===== src/rtl/core/ircansi_pkg.sv =====
// Shared types, character codes and the color table for the chat-text to
// terminal-escape converter. No dependencies.
package ircansi_pkg;

   typedef enum logic [1:0] {
      PH_TEXT   = 2'd0,
      PH_START  = 2'd1,
      PH_DIGITS = 2'd2
   } phase_type;

   typedef enum logic [1:0] {
      SEG_NONE = 2'd0,
      SEG_BYTE = 2'd1,
      SEG_CRLF = 2'd2,
      SEG_ESC  = 2'd3
   } seg_kind_type;

   typedef struct packed {
      seg_kind_type     kind;
      logic [7:0]       byte_val;
      logic [1:0]       ndig;
      logic [2:0][3:0]  dig;
   } seg_type;

   typedef struct packed {
      logic [1:0]       last_seg;
      seg_type [2:0]    seg;
   } cmd_type;

   localparam int QDEPTH = 4;
   localparam int QAW    = $clog2(QDEPTH);

   localparam logic [7:0] CH_BOLD      = 8'h02;
   localparam logic [7:0] CH_COLOR     = 8'h03;
   localparam logic [7:0] CH_BELL      = 8'h07;
   localparam logic [7:0] CH_TAB       = 8'h09;
   localparam logic [7:0] CH_LF        = 8'h0A;
   localparam logic [7:0] CH_CR        = 8'h0D;
   localparam logic [7:0] CH_RESET     = 8'h0F;
   localparam logic [7:0] CH_REVERSE   = 8'h16;
   localparam logic [7:0] CH_ESC       = 8'h1B;
   localparam logic [7:0] CH_UNDERLINE = 8'h1F;
   localparam logic [7:0] CH_SPACE     = 8'h20;
   localparam logic [7:0] CH_COMMA     = 8'h2C;
   localparam logic [7:0] CH_ZERO      = 8'h30;
   localparam logic [7:0] CH_NINE      = 8'h39;
   localparam logic [7:0] CH_LBRACKET  = 8'h5B;
   localparam logic [7:0] CH_M         = 8'h6D;

   function automatic logic [4:0] color_map(input logic [3:0] idx);
      logic [4:0] m;
      case (idx)
         4'd0:    m = 5'd7;
         4'd1:    m = 5'd0;
         4'd2:    m = 5'd4;
         4'd3:    m = 5'd2;
         4'd4:    m = 5'd1;
         4'd5:    m = 5'd3;
         4'd6:    m = 5'd5;
         4'd7:    m = 5'd11;
         4'd8:    m = 5'd13;
         4'd9:    m = 5'd12;
         4'd10:   m = 5'd6;
         4'd11:   m = 5'd16;
         4'd12:   m = 5'd14;
         4'd13:   m = 5'd15;
         4'd14:   m = 5'd10;
         default: m = 5'd7;
      endcase
      return m;
   endfunction

   function automatic seg_type esc_seg(input logic [1:0] ndig, input logic [3:0] d0,
                                       input logic [3:0] d1, input logic [3:0] d2);
      seg_type s;
      s.kind     = SEG_ESC;
      s.byte_val = '0;
      s.ndig     = ndig;
      s.dig[0]   = d0;
      s.dig[1]   = d1;
      s.dig[2]   = d2;
      return s;
   endfunction

   function automatic seg_type byte_seg(input seg_kind_type kind, input logic [7:0] b);
      seg_type s;
      s          = '0;
      s.kind     = kind;
      s.byte_val = b;
      return s;
   endfunction

endpackage


===== src/rtl/core/ircansi_front.sv =====
// Front end: parses input bytes, keeps color and attribute state, and turns
// each beat into a command of up to three output segments. Uses ircansi_pkg.
module ircansi_front (
   input  logic                clock,
   input  logic                reset,
   input  logic                accept,
   input  logic [7:0]          char_byte,
   input  logic                end_of_text,
   input  logic                cfg_we,
   input  logic                cfg_data,
   output logic                push,
   output ircansi_pkg::cmd_type cmd
);
   import ircansi_pkg::*;

   phase_type  phase_ff, phase_in;
   logic [1:0] dcount_ff, dcount_in;
   logic [6:0] cnum_ff, cnum_in;
   logic       bg_ff, bg_in;
   logic       bold_ff, bold_in;
   logic       uline_ff, uline_in;
   logic       rev_ff, rev_in;
   logic       filter_ff;

   seg_type    esc1, plain_seg, tail_seg, color_seg;
   logic       do_plain, is_digit;
   logic [3:0] dval;
   logic [4:0] mapped;
   logic [3:0] low_ones;
   logic [1:0] nseg;

   assign is_digit = char_byte inside {[CH_ZERO:CH_NINE]};
   assign dval     = char_byte[3:0];
   assign mapped   = color_map(cnum_ff[3:0]);
   assign low_ones = 4'(mapped - 5'd10);

   always_comb begin
      if (dcount_ff == 2'd0) begin
         color_seg = esc_seg(2'd0, 4'd0, 4'd0, 4'd0);
      end else if (mapped > 5'd9) begin
         color_seg = bg_ff ? esc_seg(2'd3, 4'd1, 4'd0, low_ones)
                           : esc_seg(2'd2, 4'd9, low_ones, 4'd0);
      end else begin
         color_seg = esc_seg(2'd2, bg_ff ? 4'd4 : 4'd3, mapped[3:0], 4'd0);
      end
   end

   always_comb begin
      phase_in  = phase_ff;
      dcount_in = dcount_ff;
      cnum_in   = cnum_ff;
      bg_in     = bg_ff;
      bold_in   = bold_ff;
      uline_in  = uline_ff;
      rev_in    = rev_ff;
      esc1      = '0;
      plain_seg = '0;
      tail_seg  = '0;
      do_plain  = 1'b0;
      case (phase_ff)
         PH_START: begin
            if (is_digit) begin
               cnum_in   = {3'd0, dval};
               dcount_in = 2'd1;
               bg_in     = 1'b0;
               phase_in  = PH_DIGITS;
            end else begin
               esc1     = esc_seg(2'd0, 4'd0, 4'd0, 4'd0);
               phase_in = PH_TEXT;
               do_plain = 1'b1;
            end
         end
         PH_DIGITS: begin
            if (is_digit && dcount_ff < 2'd2) begin
               cnum_in   = 7'((cnum_ff << 3) + (cnum_ff << 1) + {3'd0, dval});
               dcount_in = dcount_ff + 2'd1;
            end else begin
               esc1      = color_seg;
               dcount_in = 2'd0;
               cnum_in   = '0;
               if (char_byte == CH_COMMA) begin
                  bg_in = 1'b1;
               end else begin
                  phase_in = PH_TEXT;
                  do_plain = 1'b1;
               end
            end
         end
         default: begin
            phase_in = PH_TEXT;
            do_plain = 1'b1;
         end
      endcase

      if (do_plain) begin
         case (char_byte)
            CH_COLOR: phase_in = PH_START;
            CH_REVERSE: begin
               plain_seg = rev_ff ? esc_seg(2'd2, 4'd2, 4'd7, 4'd0)
                                  : esc_seg(2'd1, 4'd7, 4'd0, 4'd0);
               rev_in = !rev_ff;
            end
            CH_UNDERLINE: begin
               plain_seg = uline_ff ? esc_seg(2'd2, 4'd2, 4'd4, 4'd0)
                                    : esc_seg(2'd1, 4'd4, 4'd0, 4'd0);
               uline_in = !uline_ff;
            end
            CH_BOLD: begin
               plain_seg = bold_ff ? esc_seg(2'd2, 4'd2, 4'd2, 4'd0)
                                   : esc_seg(2'd1, 4'd1, 4'd0, 4'd0);
               bold_in = !bold_ff;
            end
            CH_BELL: begin
               if (!filter_ff) begin
                  plain_seg = byte_seg(SEG_BYTE, char_byte);
               end
            end
            CH_RESET: begin
               plain_seg = esc_seg(2'd0, 4'd0, 4'd0, 4'd0);
               bold_in   = 1'b0;
               uline_in  = 1'b0;
               rev_in    = 1'b0;
            end
            CH_TAB:  plain_seg = byte_seg(SEG_BYTE, CH_SPACE);
            CH_LF:   plain_seg = byte_seg(SEG_CRLF, CH_LF);
            default: plain_seg = byte_seg(SEG_BYTE, char_byte);
         endcase
      end

      if (end_of_text) begin
         if (phase_in == PH_START) begin
            tail_seg = esc_seg(2'd0, 4'd0, 4'd0, 4'd0);
         end
         phase_in  = PH_TEXT;
         dcount_in = '0;
         cnum_in   = '0;
         bg_in     = 1'b0;
         bold_in   = 1'b0;
         uline_in  = 1'b0;
         rev_in    = 1'b0;
      end
   end

   // pack nonempty segments to the front of the command
   always_comb begin
      cmd  = '0;
      nseg = 2'd0;
      if (esc1.kind != SEG_NONE) begin
         cmd.seg[nseg] = esc1;
         nseg          = nseg + 2'd1;
      end
      if (plain_seg.kind != SEG_NONE) begin
         cmd.seg[nseg] = plain_seg;
         nseg          = nseg + 2'd1;
      end
      if (tail_seg.kind != SEG_NONE) begin
         cmd.seg[nseg] = tail_seg;
         nseg          = nseg + 2'd1;
      end
      cmd.last_seg = nseg - 2'd1;
   end

   assign push = accept && (nseg != 2'd0);

   always_ff @(posedge clock) begin
      if (reset) begin
         phase_ff  <= PH_TEXT;
         dcount_ff <= '0;
         cnum_ff   <= '0;
         bg_ff     <= 1'b0;
         bold_ff   <= 1'b0;
         uline_ff  <= 1'b0;
         rev_ff    <= 1'b0;
         filter_ff <= 1'b0;
      end else begin
         if (accept) begin
            phase_ff  <= phase_in;
            dcount_ff <= dcount_in;
            cnum_ff   <= cnum_in;
            bg_ff     <= bg_in;
            bold_ff   <= bold_in;
            uline_ff  <= uline_in;
            rev_ff    <= rev_in;
         end
         if (cfg_we) begin
            filter_ff <= cfg_data;
         end
      end
   end

endmodule


===== src/rtl/core/ircansi_queue.sv =====
// Short command queue between front and back end.
// Uses ircansi_pkg for the command type and depth.
module ircansi_queue (
   input  logic                clock,
   input  logic                reset,
   input  logic                push,
   input  ircansi_pkg::cmd_type push_cmd,
   input  logic                pop,
   output logic                full,
   output logic                valid,
   output ircansi_pkg::cmd_type head
);
   import ircansi_pkg::*;

   cmd_type      mem_ff [QDEPTH];
   logic [QAW-1:0] wr_ff, rd_ff;
   logic [QAW:0]   count_ff;

   assign full  = count_ff == (QAW+1)'(QDEPTH);
   assign valid = count_ff != '0;
   assign head  = mem_ff[rd_ff];

   always_ff @(posedge clock) begin
      if (push) begin
         mem_ff[wr_ff] <= push_cmd;
      end
   end

   always_ff @(posedge clock) begin
      if (reset) begin
         wr_ff    <= '0;
         rd_ff    <= '0;
         count_ff <= '0;
      end else begin
         if (push) begin
            wr_ff <= wr_ff + QAW'(1);
         end
         if (pop) begin
            rd_ff <= rd_ff + QAW'(1);
         end
         case ({push, pop})
            2'b10:   count_ff <= count_ff + (QAW+1)'(1);
            2'b01:   count_ff <= count_ff - (QAW+1)'(1);
            default: count_ff <= count_ff;
         endcase
      end
   end

endmodule


===== src/rtl/core/ircansi_back.sv =====
// Back end: walks the segments of the head command and emits one output byte
// per beat into the output register. Uses ircansi_pkg.
module ircansi_back (
   input  logic                clock,
   input  logic                reset,
   input  logic                q_valid,
   input  ircansi_pkg::cmd_type q_cmd,
   output logic                q_pop,
   output logic                rsp_tvalid,
   input  logic                rsp_tready,
   output logic [7:0]          rsp_tdata,
   output logic                rsp_tlast
);
   import ircansi_pkg::*;

   logic [1:0] seg_idx_ff, seg_idx_in;
   logic [2:0] pos_ff, pos_in;
   logic       valid_ff, valid_in;
   logic [7:0] data_ff;
   logic       last_ff;

   seg_type    cur;
   logic [2:0] seg_len;
   logic [1:0] dpos;
   logic [7:0] out_b;
   logic       seg_end, run_end, advance;

   assign cur     = q_cmd.seg[seg_idx_ff];
   assign advance = q_valid && (!valid_ff || rsp_tready);
   assign dpos    = pos_ff[1:0] - 2'd2;

   always_comb begin
      case (cur.kind)
         SEG_BYTE: seg_len = 3'd1;
         SEG_CRLF: seg_len = 3'd2;
         SEG_ESC:  seg_len = {1'b0, cur.ndig} + 3'd3;
         default:  seg_len = 3'd1;
      endcase
   end

   always_comb begin
      case (cur.kind)
         SEG_CRLF: out_b = (pos_ff == 3'd0) ? CH_CR : CH_LF;
         SEG_ESC: begin
            if (pos_ff == 3'd0) begin
               out_b = CH_ESC;
            end else if (pos_ff == 3'd1) begin
               out_b = CH_LBRACKET;
            end else if (pos_ff == seg_len - 3'd1) begin
               out_b = CH_M;
            end else begin
               case (dpos)
                  2'd0:    out_b = {4'h3, cur.dig[0]};
                  2'd1:    out_b = {4'h3, cur.dig[1]};
                  default: out_b = {4'h3, cur.dig[2]};
               endcase
            end
         end
         default: out_b = cur.byte_val;
      endcase
   end

   assign seg_end = pos_ff == seg_len - 3'd1;
   assign run_end = seg_end && (seg_idx_ff == q_cmd.last_seg);
   assign q_pop   = advance && run_end;

   always_comb begin
      seg_idx_in = seg_idx_ff;
      pos_in     = pos_ff;
      valid_in   = valid_ff && !rsp_tready;
      if (advance) begin
         valid_in = 1'b1;
         if (!seg_end) begin
            pos_in = pos_ff + 3'd1;
         end else begin
            pos_in     = '0;
            seg_idx_in = run_end ? 2'd0 : seg_idx_ff + 2'd1;
         end
      end
   end

   always_ff @(posedge clock) begin
      if (reset) begin
         seg_idx_ff <= '0;
         pos_ff     <= '0;
         valid_ff   <= 1'b0;
      end else begin
         seg_idx_ff <= seg_idx_in;
         pos_ff     <= pos_in;
         valid_ff   <= valid_in;
      end
   end

   always_ff @(posedge clock) begin
      if (advance) begin
         data_ff <= out_b;
         last_ff <= run_end;
      end
   end

   assign rsp_tvalid = valid_ff;
   assign rsp_tdata  = data_ff;
   assign rsp_tlast  = last_ff;

endmodule


===== src/rtl/core/irc_format_to_ansi_escape.sv =====
// Chat-text to terminal-escape converter, top level.
// An accepted beat's command is registered in the queue, its first output byte
// then in the output register. Throughput: one byte per cycle while rsp_tready
// is high, bounded by the single-byte output register; an input beat yields 0
// to 11 bytes. Input is taken every cycle while the 4-entry queue has room.
// Reset (synchronous): clears parse state, attributes, filter_beep, queue, output.
module irc_format_to_ansi_escape (
   input  logic       clock,
   input  logic       reset,
   input  logic       req_tvalid,
   output logic       req_tready,
   input  logic [7:0] req_tdata,   // [7:0] char_byte
   input  logic       req_tlast,   // end_of_text
   output logic       rsp_tvalid,
   input  logic       rsp_tready,
   output logic [7:0] rsp_tdata,   // [7:0] out_byte
   output logic       rsp_tlast,   // last_of_run
   input  logic       csr_valid,
   output logic       csr_ready,
   input  logic       csr_data     // filter_beep
);
   import ircansi_pkg::*;

   logic    accept, push, full, q_valid, q_pop;
   cmd_type push_cmd, q_head;

   assign req_tready = !full;
   assign accept     = req_tvalid && req_tready;
   assign csr_ready  = 1'b1;

   ircansi_front u_front (
      .clock       (clock),
      .reset       (reset),
      .accept      (accept),
      .char_byte   (req_tdata),
      .end_of_text (req_tlast),
      .cfg_we      (csr_valid && csr_ready),
      .cfg_data    (csr_data),
      .push        (push),
      .cmd         (push_cmd)
   );

   ircansi_queue u_queue (
      .clock    (clock),
      .reset    (reset),
      .push     (push),
      .push_cmd (push_cmd),
      .pop      (q_pop),
      .full     (full),
      .valid    (q_valid),
      .head     (q_head)
   );

   ircansi_back u_back (
      .clock      (clock),
      .reset      (reset),
      .q_valid    (q_valid),
      .q_cmd      (q_head),
      .q_pop      (q_pop),
      .rsp_tvalid (rsp_tvalid),
      .rsp_tready (rsp_tready),
      .rsp_tdata  (rsp_tdata),
      .rsp_tlast  (rsp_tlast)
   );

endmodule


===== config.mk =====
export PLATFORM = sky130hd
export DESIGN_NAME = irc_format_to_ansi_escape
export DESIGN_NICKNAME = d
export VERILOG_FILES = /design/src/rtl/core/ircansi_pkg.sv /design/src/rtl/core/ircansi_front.sv /design/src/rtl/core/ircansi_queue.sv /design/src/rtl/core/ircansi_back.sv /design/src/rtl/core/irc_format_to_ansi_escape.sv
export SDC_FILE = /design/constraint.sdc
export NUM_CORES = 1
export LEC_CHECK = 0
export BUFFER_PORTS_ARGS = -buffer_cell sky130_fd_sc_hd__buf_4
export CAP_MARGIN = 20
export CORE_MARGIN = 5
export CORE_UTILIZATION = 50
export CTS_CLUSTER_SIZE = 16
export DETAILED_ROUTE_END_ITERATION = 10
export HOLD_SLACK_MARGIN = 0.1
export PLACE_DENSITY = 0.72
export SLEW_MARGIN = 20
export SYNTH_ARGS = -nofsm -noshare
export SYNTH_HDL_FRONTEND = slang
export SYNTH_SLANG_ARGS = --single-unit

===== constraint.sdc =====
create_clock -name clock -period 5.1 [get_ports clock]
set_clock_uncertainty 0.1 [all_clocks]
set_input_delay 0.51 -clock clock [delete_from_list [all_inputs] [get_ports clock]]
set_output_delay 0.51 -clock clock [all_outputs]
set_load 0.02 [all_outputs]

==> results_dict.tcl <==
set metrics [dict create \
    cp-start-kind "flip-flop" \
    antenna-diode-count 0 \
    synthXorXnorAreaFrac 0.0137 \
    met2_usage 0.309 \
    port_buffers 25 \
    timing.fmax_mhz 228 \
    internal-power_mw 3.82 \
    grt_pass1_vias 6505 \
    p_sw_mw 1.54 \
    power_mw 5.36 \
    cts-resized-gates 0 \
    die_h_um 153 \
    clk_latency_ps 510 \
    fin_crit_ps 4380 \
    cts_tree "done" \
    synth_compound_area_frac 0.0829 \
    leakage_nw 4.11 \
    ctsLongestPathBuffers 3 \
    grt_usage 0.186 \
    grt_max_degree 46 \
    mappedNetlistArea_mm2 0.0102 \
    fin_area_mm2 0.0116 \
    worst_slew_pin_slew_ps 836 \
    power_density_mw_per_mm2 463 \
    core_area_mm2 0.0202 \
    first_iter_violations 514 \
    grt-busiest-layer "met2" \
    ys_types 71 \
    status "finished, final reports clean" \
    place_congestion 0.889 \
    vias 6423 \
    period_share 0.859 \
    h-tree-depth 1 \
    detail_route.first_pass.iterations 7 \
    grt_use_met3 0.0348 \
    synth_nets 791 \
    vdd_drop_max_v 0.000237 \
    synth.yosys.seq_area_share 0.619 \
    io_pins 27 \
    relSlewSlack 0.442 \
    synth_area_leader_cell "edfxtp_1" \
    clk_pin_slew_ps 60 \
    avgViaCountPerCell 6.01 \
    slew_viol_final 0 \
    postLayoutCoreUtil 0.575 \
    wire_per_inst_um 20.4 \
    rows 52 \
    hold_class "in -> reg" \
    cts_made_buffers 23 \
    synthCells 749 \
    synthSimpleGateAreaFrac 0.103 \
    syn_to_final_growth_pct 13.2 \
    ys.flop_type "edfxtp_1" \
    synth_seq_cells 222 \
    worst_path_max_delay_cell "dfxtp_2" \
    drcViolationCount 0 \
    crit_type "reg -> reg" \
    antenna_found_initial 0 \
    grt_overflow_total 0 \
    ys_warn_count 0 \
    cp.required_ps 5440 \
    finalHoldViolCount 0 \
    postRouteAntennaNets 0 \
    holdBufCountCts 0 \
    synth_edf_count 189 \
    synthArstFlopShare 0 \
    place_hpwl_um 15000 \
    synth_top_family_by_area "multiplexers" \
    synth_top_area_frac 0.555 \
    cp_max_fo 14 \
    dpl.cell_count 1027 \
    drv_cap 0 \
    mostFrequentLayoutCells "edfxtp_1, nor2_1, nand2_1" \
    grt_setup_unrepaired "no" \
    synthAdderAreaFrac 0.0337 \
    fp.dieW_um 153 \
    drive_above_1_share 0.194 \
    switching_share 0.287 \
    root_buffer "clkbuf_16" \
    grt_pass1_wl_um 35100 \
    fin_nets 824 \
    p_seq_frac 0.424 \
    grtUsageMet1 0.251 \
    syn_area_per_cell_um2 13.7 \
    place_area_mm2 0.0108 \
    critPathArrivalTime_ps 4720 \
    cts_setup_buffers 0 \
    power.share.combinational 0.252 \
    cts.sinks 222 \
    die_area_mm2 0.0234 \
    start_util 0.507 \
    synthMuxAreaShare 0.118 \
    setup_viol_count_final 0 \
    tns_ps 0 \
    critical_path.max_stage_delay_ps 480 \
    final_common_cell "edfxtp_1" \
    stdcell_count 1068 \
    endpoint_kind "flip-flop" \
    crit_chain "buf_4 -> inv_1 -> a31oi_1 -> o211a_1 -> inv_1 -> ha_1 -> inv_1 -> o21ai_0 -> ha_1 -> xor2_1 -> nand2_1 -> nor3b_2 -> ha_1 -> fa_1 -> xnor2_1 -> or3_1 -> a21oi_1" \
    p_clk_frac 0.324 \
    synth.area.top_cells "edfxtp_1, mux4_2, dfxtp_1" \
    wirelength_um 21800 \
]
==> sequential cells by signal (all words and copies together) (netlist names), 2 cells and up, named ones only <==
| name | count |
|---|---|
| u_front.dcount_ff | 2 |
| u_back.pos_ff | 3 |
| u_back.rsp_tdata | 8 |
| u_front.phase_ff | 2 |
| u_queue.mem_ff | 180 |
| u_queue.wr_ff | 2 |
| u_front.mapped | 5 |
| u_queue.rd_ff | 2 |
| u_front.cnum_ff | 4 |
| u_queue.count_ff | 3 |
| u_back.seg_idx_ff | 2 |
==> cell type report <==
class	instances	area, um2
Fill cell	1622	8580
Sequential cell	222	6340
Multi-Input combinational cell	457	3620
Clock buffer	28	624
Timing Repair Buffer	42	365
Tap cell	270	338
Clock inverter	13	169
Inverter	36	135
==> Yosys cell counts, drive strengths merged (10+ instances only) <==
cell and number:
nor3 23, mux2i 21, dfxtp 33, inv 36, nand3 10, edfxtp 189
ha 26, nor2 74, buf 14, a21oi 38, o21ai 26, nand2 48
clkbuf 20, xnor2 11, mux4 40
==> worst max-delay path, delay by kind of cell, from the launching register on <==
| kind | cells | cell delay, ps |
|---|---|---|
| AND/OR/NAND/NOR | 3 | 980 |
| flip-flops | 1 | 480 |
| adder cells (fa/ha/maj) | 4 | 1030 |
| AO/OA/AOI/OAI | 4 | 800 |
| XOR/XNOR | 2 | 370 |
| buffers and inverters | 4 | 530 |
==> power groups by stage <==
| stage | Combinational (mW) | Sequential (mW) | Clock, mW |
|---|---|---|---|
| global route | 1.48 | 2.29 | 1.86 |
| global placement | 1.31 | 2.30 | 0 |
| finish | 1.35 | 2.27 | 1.74 |
| CTS | 1.36 | 2.27 | 1.77 |
| detailed placement | 1.35 | 2.31 | 0 |
| floorplan | 0.965 | 2.32 | 0 |
==> layer usage <==
metal | up-vias | wire [um]
met5 | - | 0
met4 | 0 | 542
met3 | 48 | 1530
met2 | 238 | 10700
met1 | 3229 | 9030
li1 | 2908 | -
==> stage by stage <==
step           hold slack (ps)  worst slack, ps
2_1_floorplan              361              350
3_3_place_gp               361              474
3_5_place_dp               369              286
4_1_cts                    138              691
5_1_grt                    165              416
6_report                   149              719
==> logic make-up after synthesis <==
family | Yosys count
muxes | 70
DFF | 222
and+or+nand+nor | 216
adders and majority gates | 27
xor gates and xnor gates | 16
buffers and inverters | 70
AOI/OAI and AO/OA | 127
other | 1
==> path summary, 6_finish.rpt <==
check / slack (ps) / start / depth (start not counted) / end
setup / recovery: 720 / flip-flop / 17 / u_queue.count_ff[2]
hold / removal: 150 / csr_data / 3 / u_front.filter_ff
setup reg to reg: 720 / flip-flop / 17 / u_queue.count_ff[2]
hold reg to reg: 380 / u_back.rsp_tvalid / 2 / u_back.rsp_tvalid
Power figures use the tool's default switching activity.
